`src/sv/wtc_pkg.sv`:
```
// Shared constants, types and helper functions for the waveform timebase calibrator.
`default_nettype none

package wtc_pkg;

    // Geometry of the digitizer.
    localparam int CELLS    = 1024;
    localparam int CHANNELS = 4;

    // Field widths.
    localparam int CMD_W   = 2;
    localparam int CH_W    = 2;
    localparam int CELL_W  = 10;
    localparam int WIDTH_W = 20;
    localparam int RANGE_W = 11;
    localparam int ADC_W   = 16;
    localparam int TIME_W  = 32;
    localparam int VOLT_W  = 18;
    localparam int SUM_W   = 30;
    localparam int ADDR_W  = $clog2(CELLS * CHANNELS);

    // Command queue between the front and back parts.
    localparam int QDEPTH = 4;
    localparam int QPTR_W = $clog2(QDEPTH);

    // Volt offset unit: round(mv * 65536 / 1000) by reciprocal multiply.
    localparam int              X_W         = 27;
    localparam int              Q_W         = 18;
    localparam int              PROD_W      = 2 * X_W;
    localparam int              RECIP_SHIFT = 36;
    localparam logic [X_W-1:0]  RECIP       = X_W'(68719476);
    localparam logic [X_W-1:0]  ROUND_BIAS  = X_W'(500);
    localparam logic [X_W-1:0]  DIVISOR     = X_W'(1000);
    localparam logic [VOLT_W-1:0] HALF_SCALE = VOLT_W'(32768);
    localparam int              VOLT_LAT    = 3;

    // Start event sequence: one table read per channel, then the offset update.
    localparam int START_LAST = (CHANNELS + 1 > VOLT_LAT) ? CHANNELS + 1 : VOLT_LAT;
    localparam int STEP_W     = $clog2(START_LAST + 1);

    // Command codes on the request channel.
    localparam logic [CMD_W-1:0] CMD_LOAD   = 2'd0;
    localparam logic [CMD_W-1:0] CMD_START  = 2'd1;
    localparam logic [CMD_W-1:0] CMD_SAMPLE = 2'd2;

    // Classified operation carried through the queue.
    typedef enum logic [1:0] {
        OP_LOAD,
        OP_START,
        OP_SAMPLE
    } op_t;

    typedef struct packed {
        op_t                        op;
        logic [CH_W-1:0]            channel;
        logic [CELL_W-1:0]          cell_idx;
        logic [WIDTH_W-1:0]         width;
        logic signed [RANGE_W-1:0]  range_mv;
        logic [ADC_W-1:0]           adc;
    } item_t;

    typedef struct packed {
        logic  valid;
        item_t item;
    } queue_head_t;

    typedef enum logic {
        ST_RUN,
        ST_START
    } back_state_t;

    // Table address of a cell of a channel.
    function automatic logic [ADDR_W-1:0] table_addr(input logic [CH_W-1:0] ch,
                                                     input logic [CELL_W-1:0] cell_idx);
        return ADDR_W'(ch) * ADDR_W'(CELLS) + ADDR_W'(cell_idx);
    endfunction

    // True when the channel number names an existing channel.
    function automatic logic channel_ok(input logic [CH_W-1:0] ch);
        return (32'(ch) < 32'(CHANNELS));
    endfunction

endpackage

`default_nettype wire

```
`src/sv/wtc_req_if.sv`:
```
// Request channel interface: commands, cell widths and raw samples.
`default_nettype none

interface wtc_req_if;
    logic                                valid;
    logic                                ready;
    logic [wtc_pkg::CMD_W-1:0]           command;
    logic [wtc_pkg::CH_W-1:0]            channel;
    logic [wtc_pkg::CELL_W-1:0]          cell_req;
    logic [wtc_pkg::WIDTH_W-1:0]         width;
    logic signed [wtc_pkg::RANGE_W-1:0]  range_mv;
    logic [wtc_pkg::ADC_W-1:0]           adc_sample;

    modport source (output valid, command, channel, cell_req, width, range_mv, adc_sample,
                    input ready);
    modport sink (input valid, command, channel, cell_req, width, range_mv, adc_sample,
                  output ready);
endinterface

`default_nettype wire

```
`src/sv/wtc_front.sv`:
```
// Front part: accepts requests, classifies them and queues the ones that do work.
`default_nettype none

module wtc_front (
    input  logic                 clk,
    input  logic                 rst_n,
    wtc_req_if.sink              req,
    output wtc_pkg::queue_head_t head,
    input  logic                 pop
);

    wtc_pkg::item_t              q_reg [wtc_pkg::QDEPTH];
    logic [wtc_pkg::QPTR_W-1:0]  wr_ptr_reg;
    logic [wtc_pkg::QPTR_W-1:0]  wr_ptr_next;
    logic [wtc_pkg::QPTR_W-1:0]  rd_ptr_reg;
    logic [wtc_pkg::QPTR_W-1:0]  rd_ptr_next;
    logic [wtc_pkg::QPTR_W:0]    count_reg;
    logic [wtc_pkg::QPTR_W:0]    count_next;
    logic                        accept;
    logic                        keep;
    logic                        push;
    logic                        do_pop;
    wtc_pkg::item_t              item;

    // Room in the queue means a transfer can be taken.
    assign req.ready = (count_reg < (wtc_pkg::QPTR_W + 1)'(wtc_pkg::QDEPTH));
    assign accept    = req.valid && req.ready;

    // Classify the request; unknown commands and absent channels are dropped here.
    always_comb
    begin
        item.channel  = req.channel;
        item.cell_idx = req.cell_req;
        item.width    = req.width;
        item.range_mv = req.range_mv;
        item.adc      = req.adc_sample;
        case (req.command)
            wtc_pkg::CMD_LOAD:
            begin
                item.op = wtc_pkg::OP_LOAD;
                keep    = wtc_pkg::channel_ok(req.channel);
            end
            wtc_pkg::CMD_START:
            begin
                item.op = wtc_pkg::OP_START;
                keep    = 1'b1;
            end
            wtc_pkg::CMD_SAMPLE:
            begin
                item.op = wtc_pkg::OP_SAMPLE;
                keep    = wtc_pkg::channel_ok(req.channel);
            end
            default:
            begin
                item.op = wtc_pkg::OP_LOAD;
                keep    = 1'b0;
            end
        endcase
    end

    assign push   = accept && keep;
    assign do_pop = pop && (count_reg != '0);

    // Queue pointer and fill count arithmetic.
    always_comb
    begin
        wr_ptr_next = push ? wr_ptr_reg + 1'b1 : wr_ptr_reg;
        rd_ptr_next = do_pop ? rd_ptr_reg + 1'b1 : rd_ptr_reg;
        count_next  = count_reg;
        if (push && !do_pop)
        begin
            count_next = count_reg + 1'b1;
        end
        else if (!push && do_pop)
        begin
            count_next = count_reg - 1'b1;
        end
    end

    // Queue control state.
    always_ff @(posedge clk or negedge rst_n)
    begin
        if (!rst_n)
        begin
            wr_ptr_reg <= '0;
            rd_ptr_reg <= '0;
            count_reg  <= '0;
        end
        else
        begin
            wr_ptr_reg <= wr_ptr_next;
            rd_ptr_reg <= rd_ptr_next;
            count_reg  <= count_next;
        end
    end

    // Queue storage.
    always_ff @(posedge clk)
    begin
        if (push)
        begin
            q_reg[wr_ptr_reg] <= item;
        end
    end

    assign head.valid = (count_reg != '0);
    assign head.item  = q_reg[rd_ptr_reg];

endmodule

`default_nettype wire

```
`src/flat_wrapper.sv`:
```
// flat-port wrapper written by rule: the top's interface ports become plain ports
module wtc_front_flat 
  (clk, rst_n, head, pop, req_valid, req_command, req_channel, req_cell_req, req_width, req_range_mv, req_adc_sample, req_ready);
  wtc_req_if req_i ();
  input  logic clk;
  input  logic rst_n;
  output wtc_pkg::queue_head_t head;
  input  logic pop;
  input wire logic [$bits(req_i.valid)-1:0] req_valid;
  input wire logic [$bits(req_i.command)-1:0] req_command;
  input wire logic [$bits(req_i.channel)-1:0] req_channel;
  input wire logic [$bits(req_i.cell_req)-1:0] req_cell_req;
  input wire logic [$bits(req_i.width)-1:0] req_width;
  input wire logic [$bits(req_i.range_mv)-1:0] req_range_mv;
  input wire logic [$bits(req_i.adc_sample)-1:0] req_adc_sample;
  output wire logic [$bits(req_i.ready)-1:0] req_ready;
  assign req_i.valid = req_valid;
  assign req_i.command = req_command;
  assign req_i.channel = req_channel;
  assign req_i.cell_req = req_cell_req;
  assign req_i.width = req_width;
  assign req_i.range_mv = req_range_mv;
  assign req_i.adc_sample = req_adc_sample;
  assign req_ready = req_i.ready;
  wtc_front u_core (.clk(clk), .rst_n(rst_n), .req(req_i), .head(head), .pop(pop));
endmodule
```
`config.mk`:
```
export PLATFORM = sky130hd
export DESIGN_NAME = wtc_front_flat
export DESIGN_NICKNAME = d
export VERILOG_FILES = /design/src/sv/wtc_pkg.sv /design/src/sv/wtc_req_if.sv /design/src/sv/wtc_front.sv /design/src/flat_wrapper.sv
export SDC_FILE = /design/constraint.sdc
export NUM_CORES = 1
export LEC_CHECK = 0
export BUFFER_PORTS_ARGS = -buffer_cell sky130_fd_sc_hd__buf_2
export CAP_MARGIN = 20
export CORE_MARGIN = 2
export CORE_UTILIZATION = 52
export CTS_CLUSTER_SIZE = 12
export DETAILED_ROUTE_END_ITERATION = 10
export GPL_TIMING_DRIVEN = 0
export PLACE_DENSITY = 0.83
export SLEW_MARGIN = 20
export SYNTH_ARGS = -nofsm -noshare
export SYNTH_HDL_FRONTEND = slang
export SYNTH_SLANG_ARGS = --single-unit
```
`constraint.sdc`:
```
create_clock -name clk -period 3.1 [get_ports clk]
set_clock_uncertainty 0.05 [all_clocks]
set_input_delay 0.62 -clock clk [delete_from_list [all_inputs] [get_ports clk]]
set_output_delay 0.62 -clock clk [all_outputs]
set_load 0.005 [all_outputs]
```
==> impl_metrics.env, run 1 <==
export IMPL_gr_total_overflow=0
export IMPL_yosysTopAreaCell="edfxtp_1"
export IMPL_max_freq_mhz=387
export IMPL_grt_pass1_vias=4572
export IMPL_maxSlewHeadroom=0.665
export IMPL_netlist_instances=357
export IMPL_nets=588
export IMPL_grt_usage=0.173
export IMPL_cp_max_fo=10
export IMPL_hpwlAfterDp_um=9850
export IMPL_coreArea_um2=17400
export IMPL_crit_arrival_ns=1.92
export IMPL_seq_area_frac_synth=0.807
export IMPL_largest_reg_flops=244
export IMPL_syn_num_nets=428
export IMPL_path_class="reg2out"
export IMPL_routedWlPerCell_um=21.3
export IMPL_start_util=0.534
export IMPL_core_rowCount=48
export IMPL_r2r_slack_ns=0.95
export IMPL_cp_end_kind="primary output"
export IMPL_rsz0062_at_grt="no"
export IMPL_drive_gt1_frac=0.454
export IMPL_synthTopCellsByArea="edfxtp_1 79%, mux4_2 14%, dfrtp_1 1.9%"
export IMPL_num_vias=4161
export IMPL_drv_slew=0
export IMPL_max_vdd_ir_drop_v=0.000505
export IMPL_rr_startpoint="u_core.count_reg[0]"
export IMPL_critPathRequiredTime_ns=2.43
export IMPL_drv_cap=0
export IMPL_hold_path_class="in2reg"
export IMPL_hold_path_depth=1
export IMPL_drc=0
export IMPL_area_delta_synth_final_pct=18.8
export IMPL_hold_viol=0
export IMPL_worstMarginPinSlew_ns=0.502
export IMPL_cts_repair_resized=0
export IMPL_fin_crit_sh=0.834
export IMPL_synth_top_cell_area_share=0.788
export IMPL_clk_latency_ns=0.51
export IMPL_yosysUniqueCellTypes=20
export IMPL_yosysMostFrequentCell="edfxtp_1"
export IMPL_die_area_um2=19000
export IMPL_yosys_top_cells_count="244 x edfxtp_1, 58 x mux4_2, 8 x buf_2"
export IMPL_grt_max_degree=38
export IMPL_status="complete, no violations"
export IMPL_root_buffer="clkbuf_16"
export IMPL_grt_pass1_wl_um=24400
export IMPL_utilization=0.634
export IMPL_hold_end="u_core.q_reg[2][43]"
export IMPL_regArea_um2=7500
export IMPL_p_leak_uw=0.00380
export IMPL_setup_viol=0
export IMPL_final_setup_tns_ns=0
export IMPL_p_per_area_nw_per_um2=868
export IMPL_syn_avg_cell_area_um2=26.0
export IMPL_synth_edff_count=244
export IMPL_portBuffers=127
export IMPL_clock_sinks=251
export IMPL_antenna_found_initial=1
export IMPL_ios=128
export IMPL_cts_tree="done"
export IMPL_cts_max_path_buffers=3
export IMPL_finalCriticalPeriod_ns=2.59
export IMPL_viasPerCell=5.52
export IMPL_die_y_um=138
export IMPL_ys_async_sr_fraction=0.0279
export IMPL_routed_wl_um=16000
export IMPL_gp_congestion=0.698
export IMPL_yosys_warnings=0
export IMPL_yosys_most_used_dff="edfxtp_1"
export IMPL_worstReg2RegEnd="u_core.count_reg[2]"
export IMPL_ctsHtreeMaxLevel=1
export IMPL_postRouteAntennaNets=0
export IMPL_ys_seq_elements=251
export IMPL_drt_first_pass_iters=4
export IMPL_multi_input_area_um2=1620
export IMPL_rr_worst_depth=8
export IMPL_holdCritStartpoint="req_width[16]"
export IMPL_clk_pin_slew_worst_paths_ns=0.06
export IMPL_synth_area_um2=9300
export IMPL_detail_route_iter0_violations=228
export IMPL_fill_cells=1195
export IMPL_die_w_um=138
export IMPL_diodes=0
export IMPL_cp_start_kind="flip-flop"
export IMPL_cts_buffers=26
-- layout by cell type, fill, tap and decap left out --
cell / count
edfxtp_1: 244
buf_2: 135
mux4_2: 58
clkbuf_16: 27
buf_12: 10
dfrtp_1: 7
clkbuf_1: 6
xnor2_1: 5
ha_1: 5
inv_1: 4
and2_4: 4
clkinv_1: 4
mux4_1: 3
nor2b_1: 2
nand2_1: 2
mux2_2: 2
clkinv_2: 2
buf_6: 1
and3_1: 1
or3_1: 1
xor2_1: 1
nor2_1: 1
nand3_1: 1
fa_1: 1
clkinvlp_4: 1
dlygate4sd3_1: 1
-- layout make-up --
cell class,count,area share
timing repair buffer,132,0.0657
tap,225,0.0255
inverter,4,0.00136
buffer,15,0.0155
clock inverter,7,0.00295
sequential,251,0.679
multi-input combinational,87,0.147
clock buffer,33,0.0632
-- through the flow --
| stage | power (µW) | worst slack (ns) | hold WS [ns] | instance area, µm² | std cells |
|---|---|---|---|---|---|
| floorplan | 6040 | 0.216 | 0.274 | 9300 | 357 |
| global placement | 6930 | -0.986 | 0.402 | 10200 | 709 |
| detailed placement | 7030 | 0.764 | 0.409 | 10300 | 713 |
| CTS | 9730 | 0.450 | 0.246 | 11000 | 754 |
| global route | 10000 | 0.409 | 0.251 | 11000 | 754 |
| finish | 9590 | 0.514 | 0.265 | 11000 | 754 |
-- logic make-up after synthesis --
kind of cell | Yosys count | synth area share
multiplexers | 63 | 0.151
buffers and inverters | 19 | 0.0201
flip-flops | 251 | 0.807
adder cells (fa/ha/maj) | 6 | 0.00888
XOR/XNOR | 6 | 0.00565
AND/OR/NAND/NOR | 12 | 0.00713
-- layer usage --
layer	global-route usage	vias up	wire, µm
met5	0	-	13
met4	0.0544	2	378
met3	0.0419	33	1030
met2	0.307	127	8400
met1	0.211	2162	6200
li1	-	1837	-
-- worst max-delay path by stage --
stage                         startpoint                   to  depth (start not counted)
finish              u_core.rd_ptr_reg[0]              head[2]                          4
global route        u_core.rd_ptr_reg[1]             head[51]                          4
CTS                 u_core.rd_ptr_reg[1]             head[50]                          4
detailed placement        req_command[0]  u_core.q_reg[2][29]                          6
global placement          req_command[0]  u_core.q_reg[0][29]                          5
floorplan                 req_command[0]   u_core.q_reg[0][0]                          4
-- repair_timing --
action	in CTS	in global routing
hold buffers	1	0
setup buffers	0	0
endpoints found under the setup margin	0	0
hold endpoints to repair	7	0
-- critical path, stage by stage (launching register included) --
cell and delay, ns:
dfrtp_1 0.33, buf_6 0.22, buf_12 0.18, mux4_2 0.53, buf_2 0.15
-- power breakdown --
part,switching (µW),internal (µW),total (µW)
combinational,1220,1410,2630
clock,1140,1560,2700
sequential,104,4150,4260
Note: power is estimated with default switching activity, not from simulation.
==> run 2, diff against run 1 <==
--- a/config.mk
+++ b/config.mk
@@ -8,11 +8,11 @@
 export BUFFER_PORTS_ARGS = -buffer_cell sky130_fd_sc_hd__buf_2
 export CAP_MARGIN = 20
 export CORE_MARGIN = 2
-export CORE_UTILIZATION = 52
+export CORE_UTILIZATION = 51
 export CTS_CLUSTER_SIZE = 12
 export DETAILED_ROUTE_END_ITERATION = 10
 export GPL_TIMING_DRIVEN = 0
-export PLACE_DENSITY = 0.83
+export PLACE_DENSITY = 0.85
 export SLEW_MARGIN = 20
 export SYNTH_ARGS = -nofsm -noshare
 export SYNTH_HDL_FRONTEND = slang
==> constraint.sdc (replaced) <==
create_clock -name clk -period 2.3 [get_ports clk]
set_clock_uncertainty 0.05 [all_clocks]
set_input_delay 0.46 -clock clk [delete_from_list [all_inputs] [get_ports clk]]
set_output_delay 0.46 -clock clk [all_outputs]
set_load 0.005 [all_outputs]
==> impl_metrics.env, run 2 (same netlist as run 1, synthesis figures left out) <==
export IMPL_cp_cell_sequence="buf_12 > buf_12 > mux4_2 > buf_2"
export IMPL_grt_max_degree=42
export IMPL_p_leak_uw=0.00385
export IMPL_hold_end="u_core.q_reg[3][58]"
export IMPL_hold_path_class="in2reg"
export IMPL_ctsHtreeMaxLevel=1
export IMPL_cp_slowest_stage_delay_ns=0.52
export IMPL_regArea_um2=7500
export IMPL_worstMarginPinSlew_ns=0.463
export IMPL_largest_reg_flops=244
export IMPL_max_vdd_ir_drop_v=0.000893
export IMPL_utilization=0.625
export IMPL_area_delta_synth_final_pct=20.3
export IMPL_portBuffers=127
export IMPL_setup_viol=60
export IMPL_crit_arrival_ns=1.89
export IMPL_fin_crit_sh=1.04
export IMPL_viasPerCell=5.44
export IMPL_power_uw=13300
export IMPL_drt_first_pass_iters=4
export IMPL_drive_gt1_frac=0.455
export IMPL_critPathRequiredTime_ns=1.79
export IMPL_internal_power_uw=9920
export IMPL_cts_tree="done"
export IMPL_maxSlewHeadroom=0.691
export IMPL_path_class="reg2out"
export IMPL_clk_pin_slew_worst_paths_ns=0.06
export IMPL_core_rowCount=49
export IMPL_sw_frac_of_total=0.253
export IMPL_root_buffer="clkbuf_16"
export IMPL_gr_total_overflow=0
export IMPL_antenna_found_initial=1
export IMPL_nets=590
export IMPL_max_freq_mhz=417
export IMPL_detail_route_iter0_violations=251
export IMPL_gp_congestion=0.710
export IMPL_die_w_um=139
export IMPL_fill_cells=1207
export IMPL_hpwlAfterDp_um=9930
export IMPL_hold_path_depth=1
export IMPL_final_common_cell="edfxtp_1"
export IMPL_worstReg2RegEnd="u_core.count_reg[2]"
export IMPL_p_per_area_nw_per_um2=1190
export IMPL_routedWlPerCell_um=20.9
export IMPL_cp_end_kind="primary output"
export IMPL_place_ws_ns=0.103
export IMPL_r2r_slack_ns=0.16
export IMPL_hold_viol=0
export IMPL_rsz0062_at_grt="yes"
export IMPL_path_buf_inv=3
export IMPL_drc=0
export IMPL_postRouteAntennaNets=0
export IMPL_num_vias=4164
export IMPL_worstSetupStartpoint="u_core.rd_ptr_reg[0]"
export IMPL_clk_latency_ns=0.51
export IMPL_cp_max_fo=10
export IMPL_coreArea_um2=17900
export IMPL_drv_slew=0
export IMPL_die_y_um=139
export IMPL_grt_pass1_vias=4584
export IMPL_rr_worst_depth=8
export IMPL_clockPowerShare=0.286
export IMPL_status="complete, but fails checks"
export IMPL_start_util=0.519
export IMPL_slowest_stage="mux4_2"
export IMPL_path_delay_family="multiplexers"
export IMPL_combinationalPowerShare=0.282
export IMPL_post_route_worst_setup_slack_ns=-0.0969
export IMPL_drv_cap=0
export IMPL_grt_usage=0.167
export IMPL_holdCritStartpoint="req_channel[1]"
export IMPL_cts_buffers=26
export IMPL_switchingPower_uw=3360
export IMPL_ios=128
export IMPL_cp_common_cell="buf_12"
export IMPL_cts_max_path_buffers=3
export IMPL_failed_checks="setup timing"
export IMPL_rr_startpoint="u_core.count_reg[0]"
export IMPL_cp_start_kind="flip-flop"
export IMPL_routed_wl_um=16000
export IMPL_multi_input_area_um2=1610
export IMPL_die_area_um2=19300
export IMPL_final_cell_mix="244 x edfxtp_1, 121 x buf_2, 60 x mux4_2"
export IMPL_design_area_um2=11200
export IMPL_seqPwrFrac=0.432
export IMPL_grt_pass1_wl_um=25200
export IMPL_clock_sinks=251
export IMPL_placed_cell_area_um2=10300
export IMPL_finalCriticalPeriod_ns=2.40
## run 2: timing repair
item | CTS | global route
endpoints found under the setup margin | 61 | 61
pin swaps | 0 | 0
hold buffers | 1 | 0
buffers inserted | 0 | 2
gates resized for setup | 10 | 8
hold endpoints to repair | 7 | 0
## run 2: worst max path at each step
stage	slack, ns	depth (start not counted)	end
after detailed placement	0.10	10	u_core.count_reg[2]
after CTS	-0.15	4	head[38]
after floorplan	0.24	4	u_core.q_reg[0][0]
after global routing	-0.17	4	head[44]
final	-0.1	4	head[44]
after global placement	-0.49	5	u_core.q_reg[1][29]
## run 2: power by group through the flow
stage	logic (µW)	clock network [µW]	registers (µW)
floorplan	2340	0	5790
global placement	3520	0	5810
detailed placement	3660	0	5830
CTS	3750	3900	5740
global route	4060	4080	5780
finish	3750	3800	5740
## run 2: stage by stage
step	TNS [ns]	cells	hold slack, ns
finish	-4.16	766	0.109
CTS	-7.06	763	0.0831
global placement	-117.45	713	0.246
global route	-8.33	765	0.0904
detailed placement	0	717	0.255
floorplan	0	357	0.114
## run 2: routing by layer
metal,global-route usage,part of all wire
met5,0,0
met4,0.0356,0.019
met3,0.0445,0.064
met2,0.286,0.51
met1,0.220,0.41
## run 2: cell type report
class / count / share of cell area
antenna: 1 / 0.000224
multi-input combinational: 87 / 0.144
timing repair buffer: 134 / 0.0708
sequential: 251 / 0.671
clock inverter: 6 / 0.00492
inverter: 4 / 0.00134
tap: 229 / 0.0256
buffer: 15 / 0.0177
clock buffer: 39 / 0.0644
